<file path="config.mk">
export PLATFORM = sky130hd
export DESIGN_NAME = z80_subset_instruction_decoder_unit
export DESIGN_NICKNAME = d
export VERILOG_FILES = /design/src/hw/rtl/z80sid_pkg.sv /design/src/hw/rtl/z80sid_indexed.sv /design/src/hw/rtl/z80sid_decode.sv /design/src/hw/rtl/z80_subset_instruction_decoder_unit.sv
export SDC_FILE = /design/constraint.sdc
export NUM_CORES = 1
export LEC_CHECK = 0
export BUFFER_PORTS_ARGS = -buffer_cell sky130_fd_sc_hd__buf_2
export CAP_MARGIN = 10
export CORE_MARGIN = 4
export CORE_UTILIZATION = 59
export DETAILED_ROUTE_END_ITERATION = 12
export PLACE_DENSITY = 0.92
export SLEW_MARGIN = 0
export SYNTH_ARGS = -nofsm -noshare
export SYNTH_HDL_FRONTEND = slang
export SYNTH_SLANG_ARGS = --single-unit
</file>
<file path="constraint.sdc">
create_clock -name clk -period 4.55 [get_ports clk]
set_clock_uncertainty 0.15 [all_clocks]
set_input_delay 0.455 -clock clk [delete_from_list [all_inputs] [get_ports clk]]
set_output_delay 0.455 -clock clk [all_outputs]
set_load 0.1 [all_outputs]
</file>
<file path="src/hw/rtl/z80sid_pkg.sv">
// ----------------------------------------------------------------------------
// z80sid_pkg
// Shared kind codes, opcode constants and the decoded-instruction record
// for the Z80 subset instruction decoder.
// ----------------------------------------------------------------------------
package z80sid_pkg;

	localparam int unsigned KIND_W = 6;
	localparam int unsigned LEN_W  = 3;
	localparam int unsigned IMM_W  = 16;
	localparam int unsigned REG_W  = 3;

	// kind codes, dense in check order
	localparam logic [KIND_W-1:0] K_UNKNOWN = 6'd0;
	localparam logic [KIND_W-1:0] K_NOP     = 6'd1;
	localparam logic [KIND_W-1:0] K_HALT    = 6'd2;
	localparam logic [KIND_W-1:0] K_RET     = 6'd3;
	localparam logic [KIND_W-1:0] K_JP      = 6'd4;
	localparam logic [KIND_W-1:0] K_JR      = 6'd5;
	localparam logic [KIND_W-1:0] K_CALL    = 6'd6;
	localparam logic [KIND_W-1:0] K_LD_NN_A = 6'd7;
	localparam logic [KIND_W-1:0] K_LD_A_NN = 6'd8;
	localparam logic [KIND_W-1:0] K_IX_BASE = 6'd9;
	localparam logic [KIND_W-1:0] K_IY_BASE = 6'd18;
	localparam logic [KIND_W-1:0] K_LD_HL_R = 6'd27;
	localparam logic [KIND_W-1:0] K_LD_R_HL = 6'd28;
	localparam logic [KIND_W-1:0] K_LD_R_R  = 6'd29;
	localparam logic [KIND_W-1:0] K_LD_R_N  = 6'd30;
	localparam logic [KIND_W-1:0] K_ADD_R   = 6'd31;
	localparam logic [KIND_W-1:0] K_SUB_R   = 6'd32;
	localparam logic [KIND_W-1:0] K_CP_R    = 6'd33;
	localparam logic [KIND_W-1:0] K_INC_R   = 6'd34;
	localparam logic [KIND_W-1:0] K_DEC_R   = 6'd35;
	localparam logic [KIND_W-1:0] K_AND_R   = 6'd36;
	localparam logic [KIND_W-1:0] K_OR_R    = 6'd37;
	localparam logic [KIND_W-1:0] K_XOR_R   = 6'd38;
	localparam logic [KIND_W-1:0] K_PUSH    = 6'd39;
	localparam logic [KIND_W-1:0] K_POP     = 6'd40;

	// offsets of indexed forms from the IX/IY base
	localparam logic [KIND_W-1:0] OFF_LD_I_N   = 6'd0;
	localparam logic [KIND_W-1:0] OFF_LD_I_R   = 6'd1;
	localparam logic [KIND_W-1:0] OFF_LD_R_I   = 6'd2;
	localparam logic [KIND_W-1:0] OFF_ADD_I    = 6'd3;
	localparam logic [KIND_W-1:0] OFF_SUB_I    = 6'd4;
	localparam logic [KIND_W-1:0] OFF_AND_I    = 6'd5;
	localparam logic [KIND_W-1:0] OFF_XOR_I    = 6'd6;
	localparam logic [KIND_W-1:0] OFF_OR_I     = 6'd7;
	localparam logic [KIND_W-1:0] OFF_CP_I     = 6'd8;
	localparam logic [KIND_W-1:0] OFF_NONE     = 6'd0;

	// ALU operation field (bits 5..3)
	localparam logic [2:0] ALU_ADD = 3'd0;
	localparam logic [2:0] ALU_SUB = 3'd2;
	localparam logic [2:0] ALU_AND = 3'd4;
	localparam logic [2:0] ALU_XOR = 3'd5;
	localparam logic [2:0] ALU_OR  = 3'd6;
	localparam logic [2:0] ALU_CP  = 3'd7;

	localparam logic [2:0] REG_MEM = 3'd6;

	// opcodes and masks
	localparam logic [7:0] OP_NOP      = 8'h00;
	localparam logic [7:0] OP_HALT     = 8'h76;
	localparam logic [7:0] OP_RET      = 8'hC9;
	localparam logic [7:0] OP_JP       = 8'hC3;
	localparam logic [7:0] OP_JR       = 8'h18;
	localparam logic [7:0] OP_CALL     = 8'hCD;
	localparam logic [7:0] OP_LD_NN_A  = 8'h32;
	localparam logic [7:0] OP_LD_A_NN  = 8'h3A;
	localparam logic [7:0] OP_PFX_IX   = 8'hDD;
	localparam logic [7:0] OP_PFX_IY   = 8'hFD;
	localparam logic [7:0] OP_LD_I_N   = 8'h36;
	localparam logic [7:0] MASK_F8     = 8'hF8;
	localparam logic [7:0] MASK_C7     = 8'hC7;
	localparam logic [7:0] MASK_C0     = 8'hC0;
	localparam logic [7:0] MASK_CF     = 8'hCF;
	localparam logic [7:0] PAT_LD_I_R  = 8'h70;
	localparam logic [7:0] PAT_LD_R_I  = 8'h46;
	localparam logic [7:0] PAT_ALU_I   = 8'h86;
	localparam logic [7:0] PAT_LD_RR   = 8'h40;
	localparam logic [7:0] PAT_LD_R_N  = 8'h06;
	localparam logic [7:0] PAT_ADD_R   = 8'h80;
	localparam logic [7:0] PAT_SUB_R   = 8'h90;
	localparam logic [7:0] PAT_CP_R    = 8'hB8;
	localparam logic [7:0] PAT_INC_R   = 8'h04;
	localparam logic [7:0] PAT_DEC_R   = 8'h05;
	localparam logic [7:0] PAT_AND_R   = 8'hA0;
	localparam logic [7:0] PAT_OR_R    = 8'hB0;
	localparam logic [7:0] PAT_XOR_R   = 8'hA8;
	localparam logic [7:0] PAT_PUSH    = 8'hC5;
	localparam logic [7:0] PAT_POP     = 8'hC1;

	localparam logic [LEN_W-1:0] LEN_1 = 3'd1;
	localparam logic [LEN_W-1:0] LEN_2 = 3'd2;
	localparam logic [LEN_W-1:0] LEN_3 = 3'd3;
	localparam logic [LEN_W-1:0] LEN_4 = 3'd4;

	typedef struct packed {
		logic [REG_W-1:0]  dest_register;
		logic [REG_W-1:0]  source_register;
		logic [IMM_W-1:0]  immediate;
		logic [LEN_W-1:0]  length;
		logic [KIND_W-1:0] kind;
	} dec_t;

	typedef struct packed {
		logic [7:0] fourth_byte;
		logic [7:0] third_byte;
		logic [7:0] second_byte;
		logic [7:0] first_byte;
	} fetch_t;

endpackage

</file>
<file path="src/hw/rtl/z80sid_indexed.sv">
// ----------------------------------------------------------------------------
// z80sid_indexed
// Decodes the byte after a DD/FD prefix into the indexed LD and ALU forms.
// ----------------------------------------------------------------------------
module z80sid_indexed (
	input  logic [z80sid_pkg::KIND_W-1:0] base,
	input  logic [7:0]                    op2,
	input  logic [7:0]                    disp,
	input  logic [7:0]                    imm_n,
	output z80sid_pkg::dec_t              dec
);

	logic [z80sid_pkg::KIND_W-1:0] alu_off;

	always_comb begin
		unique case (op2[5:3])
			z80sid_pkg::ALU_ADD: alu_off = z80sid_pkg::OFF_ADD_I;
			z80sid_pkg::ALU_SUB: alu_off = z80sid_pkg::OFF_SUB_I;
			z80sid_pkg::ALU_AND: alu_off = z80sid_pkg::OFF_AND_I;
			z80sid_pkg::ALU_XOR: alu_off = z80sid_pkg::OFF_XOR_I;
			z80sid_pkg::ALU_OR:  alu_off = z80sid_pkg::OFF_OR_I;
			z80sid_pkg::ALU_CP:  alu_off = z80sid_pkg::OFF_CP_I;
			default:             alu_off = z80sid_pkg::OFF_NONE; // ADC, SBC
		endcase
	end

	always_comb begin
		dec = '0;
		if (op2 == z80sid_pkg::OP_LD_I_N) begin
			dec.kind      = base + z80sid_pkg::OFF_LD_I_N;
			dec.length    = z80sid_pkg::LEN_4;
			dec.immediate = {disp, imm_n};
		end else if ((op2 & z80sid_pkg::MASK_F8) == z80sid_pkg::PAT_LD_I_R &&
				op2[2:0] != z80sid_pkg::REG_MEM) begin
			dec.kind            = base + z80sid_pkg::OFF_LD_I_R;
			dec.length          = z80sid_pkg::LEN_3;
			dec.immediate       = {8'h00, disp};
			dec.source_register = op2[2:0];
		end else if ((op2 & z80sid_pkg::MASK_C7) == z80sid_pkg::PAT_LD_R_I) begin
			dec.kind          = base + z80sid_pkg::OFF_LD_R_I;
			dec.length        = z80sid_pkg::LEN_3;
			dec.immediate     = {8'h00, disp};
			dec.dest_register = op2[5:3];
		end else if ((op2 & z80sid_pkg::MASK_C7) == z80sid_pkg::PAT_ALU_I) begin
			// ADC/SBC stay unknown but still span the displacement
			dec.kind      = (alu_off != z80sid_pkg::OFF_NONE) ? base + alu_off
				: z80sid_pkg::K_UNKNOWN;
			dec.length    = z80sid_pkg::LEN_3;
			dec.immediate = {8'h00, disp};
		end else begin
			dec.kind   = z80sid_pkg::K_UNKNOWN;
			dec.length = z80sid_pkg::LEN_2;
		end
	end

endmodule

</file>
<file path="src/hw/rtl/z80sid_decode.sv">
// ----------------------------------------------------------------------------
// z80sid_decode
// Single-pass decode of the four fetched bytes into kind, length, operand
// and register fields.
// ----------------------------------------------------------------------------
module z80sid_decode (
	input  z80sid_pkg::fetch_t fetch,
	output z80sid_pkg::dec_t   dec
);

	logic [7:0]                    b0;
	logic [2:0]                    hi;
	logic [2:0]                    lo;
	logic [z80sid_pkg::KIND_W-1:0] idx_base;
	z80sid_pkg::dec_t              idx_dec;

	assign b0 = fetch.first_byte;
	assign hi = b0[5:3];
	assign lo = b0[2:0];
	assign idx_base = (b0 == z80sid_pkg::OP_PFX_IY) ? z80sid_pkg::K_IY_BASE
		: z80sid_pkg::K_IX_BASE;

	z80sid_indexed u_indexed (
		.base  (idx_base),
		.op2   (fetch.second_byte),
		.disp  (fetch.third_byte),
		.imm_n (fetch.fourth_byte),
		.dec   (idx_dec)
	);

	always_comb begin
		dec        = '0;
		dec.kind   = z80sid_pkg::K_UNKNOWN;
		dec.length = z80sid_pkg::LEN_1;
		if (b0 == z80sid_pkg::OP_NOP) begin
			dec.kind = z80sid_pkg::K_NOP;
		end else if (b0 == z80sid_pkg::OP_HALT) begin
			dec.kind = z80sid_pkg::K_HALT;
		end else if (b0 == z80sid_pkg::OP_RET) begin
			dec.kind = z80sid_pkg::K_RET;
		end else if (b0 == z80sid_pkg::OP_JP) begin
			dec.kind      = z80sid_pkg::K_JP;
			dec.length    = z80sid_pkg::LEN_3;
			dec.immediate = {fetch.third_byte, fetch.second_byte};
		end else if (b0 == z80sid_pkg::OP_JR) begin
			dec.kind      = z80sid_pkg::K_JR;
			dec.length    = z80sid_pkg::LEN_2;
			dec.immediate = {8'h00, fetch.second_byte};
		end else if (b0 == z80sid_pkg::OP_CALL) begin
			dec.kind      = z80sid_pkg::K_CALL;
			dec.length    = z80sid_pkg::LEN_3;
			dec.immediate = {fetch.third_byte, fetch.second_byte};
		end else if (b0 == z80sid_pkg::OP_LD_NN_A) begin
			dec.kind      = z80sid_pkg::K_LD_NN_A;
			dec.length    = z80sid_pkg::LEN_3;
			dec.immediate = {fetch.third_byte, fetch.second_byte};
		end else if (b0 == z80sid_pkg::OP_LD_A_NN) begin
			dec.kind      = z80sid_pkg::K_LD_A_NN;
			dec.length    = z80sid_pkg::LEN_3;
			dec.immediate = {fetch.third_byte, fetch.second_byte};
		end else if (b0 == z80sid_pkg::OP_PFX_IX || b0 == z80sid_pkg::OP_PFX_IY) begin
			dec = idx_dec;
		end else if ((b0 & z80sid_pkg::MASK_C0) == z80sid_pkg::PAT_LD_RR) begin
			if (hi == z80sid_pkg::REG_MEM) begin
				dec.kind            = z80sid_pkg::K_LD_HL_R;
				dec.source_register = lo;
			end else if (lo == z80sid_pkg::REG_MEM) begin
				dec.kind          = z80sid_pkg::K_LD_R_HL;
				dec.dest_register = hi;
			end else begin
				dec.kind            = z80sid_pkg::K_LD_R_R;
				dec.dest_register   = hi;
				dec.source_register = lo;
			end
		end else if ((b0 & z80sid_pkg::MASK_C7) == z80sid_pkg::PAT_LD_R_N) begin
			dec.kind          = z80sid_pkg::K_LD_R_N;
			dec.dest_register = hi;
			dec.length        = z80sid_pkg::LEN_2;
			dec.immediate     = {8'h00, fetch.second_byte};
		end else if ((b0 & z80sid_pkg::MASK_F8) == z80sid_pkg::PAT_ADD_R) begin
			dec.kind            = z80sid_pkg::K_ADD_R;
			dec.source_register = lo;
		end else if ((b0 & z80sid_pkg::MASK_F8) == z80sid_pkg::PAT_SUB_R) begin
			dec.kind            = z80sid_pkg::K_SUB_R;
			dec.source_register = lo;
		end else if ((b0 & z80sid_pkg::MASK_F8) == z80sid_pkg::PAT_CP_R) begin
			dec.kind            = z80sid_pkg::K_CP_R;
			dec.source_register = lo;
		end else if ((b0 & z80sid_pkg::MASK_C7) == z80sid_pkg::PAT_INC_R) begin
			dec.kind          = z80sid_pkg::K_INC_R;
			dec.dest_register = hi;
		end else if ((b0 & z80sid_pkg::MASK_C7) == z80sid_pkg::PAT_DEC_R) begin
			dec.kind          = z80sid_pkg::K_DEC_R;
			dec.dest_register = hi;
		end else if ((b0 & z80sid_pkg::MASK_F8) == z80sid_pkg::PAT_AND_R) begin
			dec.kind            = z80sid_pkg::K_AND_R;
			dec.source_register = lo;
		end else if ((b0 & z80sid_pkg::MASK_F8) == z80sid_pkg::PAT_OR_R) begin
			dec.kind            = z80sid_pkg::K_OR_R;
			dec.source_register = lo;
		end else if ((b0 & z80sid_pkg::MASK_F8) == z80sid_pkg::PAT_XOR_R) begin
			dec.kind            = z80sid_pkg::K_XOR_R;
			dec.source_register = lo;
		end else if ((b0 & z80sid_pkg::MASK_CF) == z80sid_pkg::PAT_PUSH) begin
			dec.kind            = z80sid_pkg::K_PUSH;
			dec.source_register = {1'b0, b0[5:4]};
		end else if ((b0 & z80sid_pkg::MASK_CF) == z80sid_pkg::PAT_POP) begin
			dec.kind          = z80sid_pkg::K_POP;
			dec.dest_register = {1'b0, b0[5:4]};
		end
	end

endmodule

</file>
<file path="src/hw/rtl/z80_subset_instruction_decoder_unit.sv">
// ----------------------------------------------------------------------------
// z80_subset_instruction_decoder_unit
// Decodes a Z80 subset instruction from the four bytes at the program counter.
//
//   channel   dir   beat contents
//   s_*       in    four fetched bytes (first_byte in the low byte)
//   m_*       out   kind, length, immediate, source and dest register
//
// One beat in, one beat out. A beat passes through the input register and
// then the result register, one beat per cycle sustained while m_tready is
// held high. Reset clears both valid flags; payload is not reset. A stall
// on m_tready holds the result register, and the input register keeps
// taking beats while the result register has room.
// ----------------------------------------------------------------------------
module z80_subset_instruction_decoder_unit (
	input  logic        clk,
	input  logic        arst_n,
	input  logic        s_tvalid,
	output logic        s_tready,
	input  logic [31:0] s_tdata,  // first_byte, second_byte, third_byte, fourth_byte
	output logic        m_tvalid,
	input  logic        m_tready,
	output logic [31:0] m_tdata   // kind[5:0], length[8:6], immediate[24:9],
	                              // source_register[27:25], dest_register[30:28]
);

	z80sid_pkg::fetch_t fetch_s1;
	logic               valid_s1;
	z80sid_pkg::dec_t   dec_comb;
	z80sid_pkg::dec_t   dec_s2;
	logic               valid_s2;
	logic               s2_ready;
	logic               s1_advance;

	assign s2_ready   = !valid_s2 || m_tready;
	assign s1_advance = valid_s1 && s2_ready;
	assign s_tready   = !valid_s1 || s2_ready;

	always_ff @(posedge clk or negedge arst_n) begin
		if (!arst_n) begin
			valid_s1 <= 1'b0;
		end else if (s_tready) begin
			valid_s1 <= s_tvalid;
		end
	end

	always_ff @(posedge clk) begin
		if (s_tready && s_tvalid) begin
			fetch_s1 <= z80sid_pkg::fetch_t'(s_tdata);
		end
	end

	z80sid_decode u_decode (
		.fetch (fetch_s1),
		.dec   (dec_comb)
	);

	always_ff @(posedge clk or negedge arst_n) begin
		if (!arst_n) begin
			valid_s2 <= 1'b0;
		end else if (s2_ready) begin
			valid_s2 <= valid_s1;
		end
	end

	// advance the result only when a decoded beat moves up
	always_ff @(posedge clk) begin
		if (s1_advance) begin
			dec_s2 <= dec_comb;
		end
	end

	assign m_tvalid = valid_s2;
	assign m_tdata  = {1'b0, dec_s2};

endmodule
</file>
==> flow_summary.json <==
{
  "status": "finished, final reports clean",
  "worst_slew_pin_slew_ns": 0.795,
  "netlist_area_um2": 3410,
  "end_kind": "register",
  "yosys-top-cells-count": "63 x edfxtp_1, 21 x nand2_1, 20 x and2_1, 14 x nor2_1, 12 x a21oi_1",
  "crit_chain": "nand4_1 -> nor2_1 -> buf_4 -> nand2_1 -> ha_1 -> fa_1 -> nand2_1 -> a21oi_1 -> nor3b_2 -> o21ai_1 -> a311oi_2",
  "cap_viol_max_count": 0,
  "critPathMaxStageDelay_ns": 0.76,
  "grt_antenna_before_repair": 0,
  "wirelength_um": 7650,
  "crit_top_cell": "nand2_1",
  "crit_required_ns": 4.57,
  "period_needed_ns": 3.16,
  "ys_seq_area_share_pct": 57.0,
  "power_density_nw_per_um2": 386,
  "cts-root-buf": "clkbuf_8",
  "numCtsBuffers": 9,
  "crit_fanout": 17,
  "relSlewSlack_pct": 47.0,
  "die_area_um2": 7060,
  "cts_tree": "done",
  "clockBufferDepth": 2,
  "leakage_nw": 1.56,
  "synth.most_common_cell": "edfxtp_1",
  "portBuffers": 68,
  "via_per_inst": 6.05,
  "antenna_left": 0,
  "dp_hpwl_um": 5640,
  "hold_class": "in2reg",
  "via_count": 2626,
  "die_w_um": 84.0,
  "hold_viol": 0,
  "yosys_most_used_dff": "edfxtp_1",
  "synth_top_area_share_pct": 55.5,
  "path_class": "reg2reg",
  "synth_area_per_cell_um2": 11.7,
  "htreeDepth": 3,
  "ios": 70,
  "diodes": 0,
  "overflow": 0,
  "fmax_mhz": 317,
  "core_um2": 5540,
  "initial_core_util_pct": 61.5,
  "fin_hold_ws_ns": 0.139,
  "grt_max_degree": 33,
  "synth-warning-count": 0,
  "drt_iter0_drc": 294,
  "ys_types": 65,
  "fill_cells": 397,
  "synth_seq_cells": 65,
  "drcViolationCount": 0,
  "drv_slew": 0,
  "critPathSlowestCell": "edfxtp_1",
  "cp-start-kind": "register",
  "first_pass_iters": 7,
  "gp_congestion": 0.880,
  "peakVddDrop_v": 0.000267,
  "cts.sinks": 65,
  "setup_violations": 0,
  "yosys.area.top_type": "edfxtp_1",
  "grt_pass1_wl_um": 12400,
  "rsz0062_at_grt": "no",
  "cts_setup_buffers": 0,
  "ys_top_cells_by_area": "edfxtp_1 55%, and2_1 3.7%, a221o_1 2.3%",
  "die_height_um": 84.0,
  "syn-instance-count": 291,
  "clk_pin_slew_ns": 0.07,
  "period_share_pct": 69.4,
  "clk_latency_ns": 0.34,
  "rows": 27,
  "syn_nets": 332,
  "synth_edf_count": 63,
  "syn_to_final_growth_pct": 16.9,
  "final_nets": 398,
  "drive_above_1_share_pct": 27.6,
  "wl_per_cell_um": 17.6,
  "fin_setup_tns_ns": 0,
  "grt_pass1_vias": 2507,
  "crit_arrival_ns": 3.17,
  "grt_usage_pct": 22.4,
  "synth_async_sr_flop_share_pct": 3.08
}
[flip-flops by register name, summed over array words and instances (netlist names)]
| signal | count |
|---|---|
| fetch_s1 | 32 |
| valid_s1 | 1 |
| m_tvalid | 1 |
| m_tdata | 31 |
[critical path: cells and delay by family, from the launching register on]
family	cells	cell delay, ns
simple gates	5	0.73
fa+ha+maj	2	0.69
flops	1	0.76
buf+inv	1	0.20
compound gates	3	0.44
[area by class of cell]
| type | count | area, um2 | area share [%] |
|---|---|---|---|
| Multi-Input combinational cell | 198 | 1340 | 33.5 |
| Clock buffer | 14 | 163 | 4.08 |
| Clock inverter | 2 | 37.5 | 0.942 |
| Timing Repair Buffer | 73 | 380 | 9.54 |
| Tap cell | 72 | 90.1 | 2.26 |
| Sequential cell | 65 | 1940 | 48.7 |
| Inverter | 10 | 37.5 | 0.942 |
[repair_timing]
item	CTS	global route
setup endpoints to repair	0	0
gates resized for setup	0	0
hold buffers	1	0
endpoints found under the hold margin	2	0
[power breakdown]
group          internal (mW)  switching, mW  total [mW]  leakage [nW]
Combinational         0.0629          0.248       0.311         0.830
Sequential             0.709         0.0355       0.745         0.635
Clock                  0.284          0.198       0.481        0.0969
Total                   1.06          0.481        1.54          1.56
[cells in the final DEF, fill, tap and decap left out, drive strengths merged, types with 6 or more instances in the layout]
cell	count
nand3	10
a31oi	6
nand2b	7
nand2	21
nor3	8
clkbuf	14
o21ai	13
a221o	8
inv	10
and2	21
and3	7
buf	72
nor2	14
nand4	6
edfxtp	63
a21oi	12
[kinds of logic after synthesis]
logic type               Yosys count  share of synthesized area (%)
AO/OA/AOI/OAI                     66                           15.0
XOR/XNOR                           5                           1.28
adder cells (fa/ha/maj)            6                           2.35
buffers and inverters             28                           3.89
flip-flops                        65                           57.0
multiplexers                       3                          0.917
other                              1                          0.110
AND/OR/NAND/NOR                  117                           19.5
[final timing paths]
check	startpoint	to	slack (ns)	cells after the start
min	s_tdata[0]	fetch_s1[0]	0.14	1
max	fetch_s1[3]	m_tdata[4]	1.39	11
min reg2reg	valid_s1	m_tvalid	0.35	1
max reg2reg	fetch_s1[3]	m_tdata[4]	1.39	11
min in group asynchronous	arst_n	m_tvalid	0.28	2
max in group asynchronous	arst_n	valid_s1	3.87	2
[metrics by stage]
stage | cell area, um2 | util (%) | std cells | power, mW | worst slack [ns]
2_1_floorplan | 3410 | - | 291 | 1.00 | 1.22
3_3_place_gp | 3770 | 68.1 | 417 | 1.06 | 1.52
3_5_place_dp | 3770 | 68.1 | 417 | 1.07 | 1.46
4_1_cts | 3990 | 71.9 | 434 | 1.55 | 1.44
5_1_grt | 3990 | 71.9 | 434 | 1.60 | 1.19
6_report | 3990 | 71.9 | 434 | 1.54 | 1.39
[layer usage]
metal | wire [um] | up-vias | GRT usage [%]
met5 | 0 | - | 0
met4 | 124 | 0 | 8.19
met3 | 565 | 13 | 4.34
met2 | 3710 | 121 | 35.9
met1 | 3250 | 1247 | 30.3
li1 | - | 1245 | -
Power figures use the tool's default switching activity.
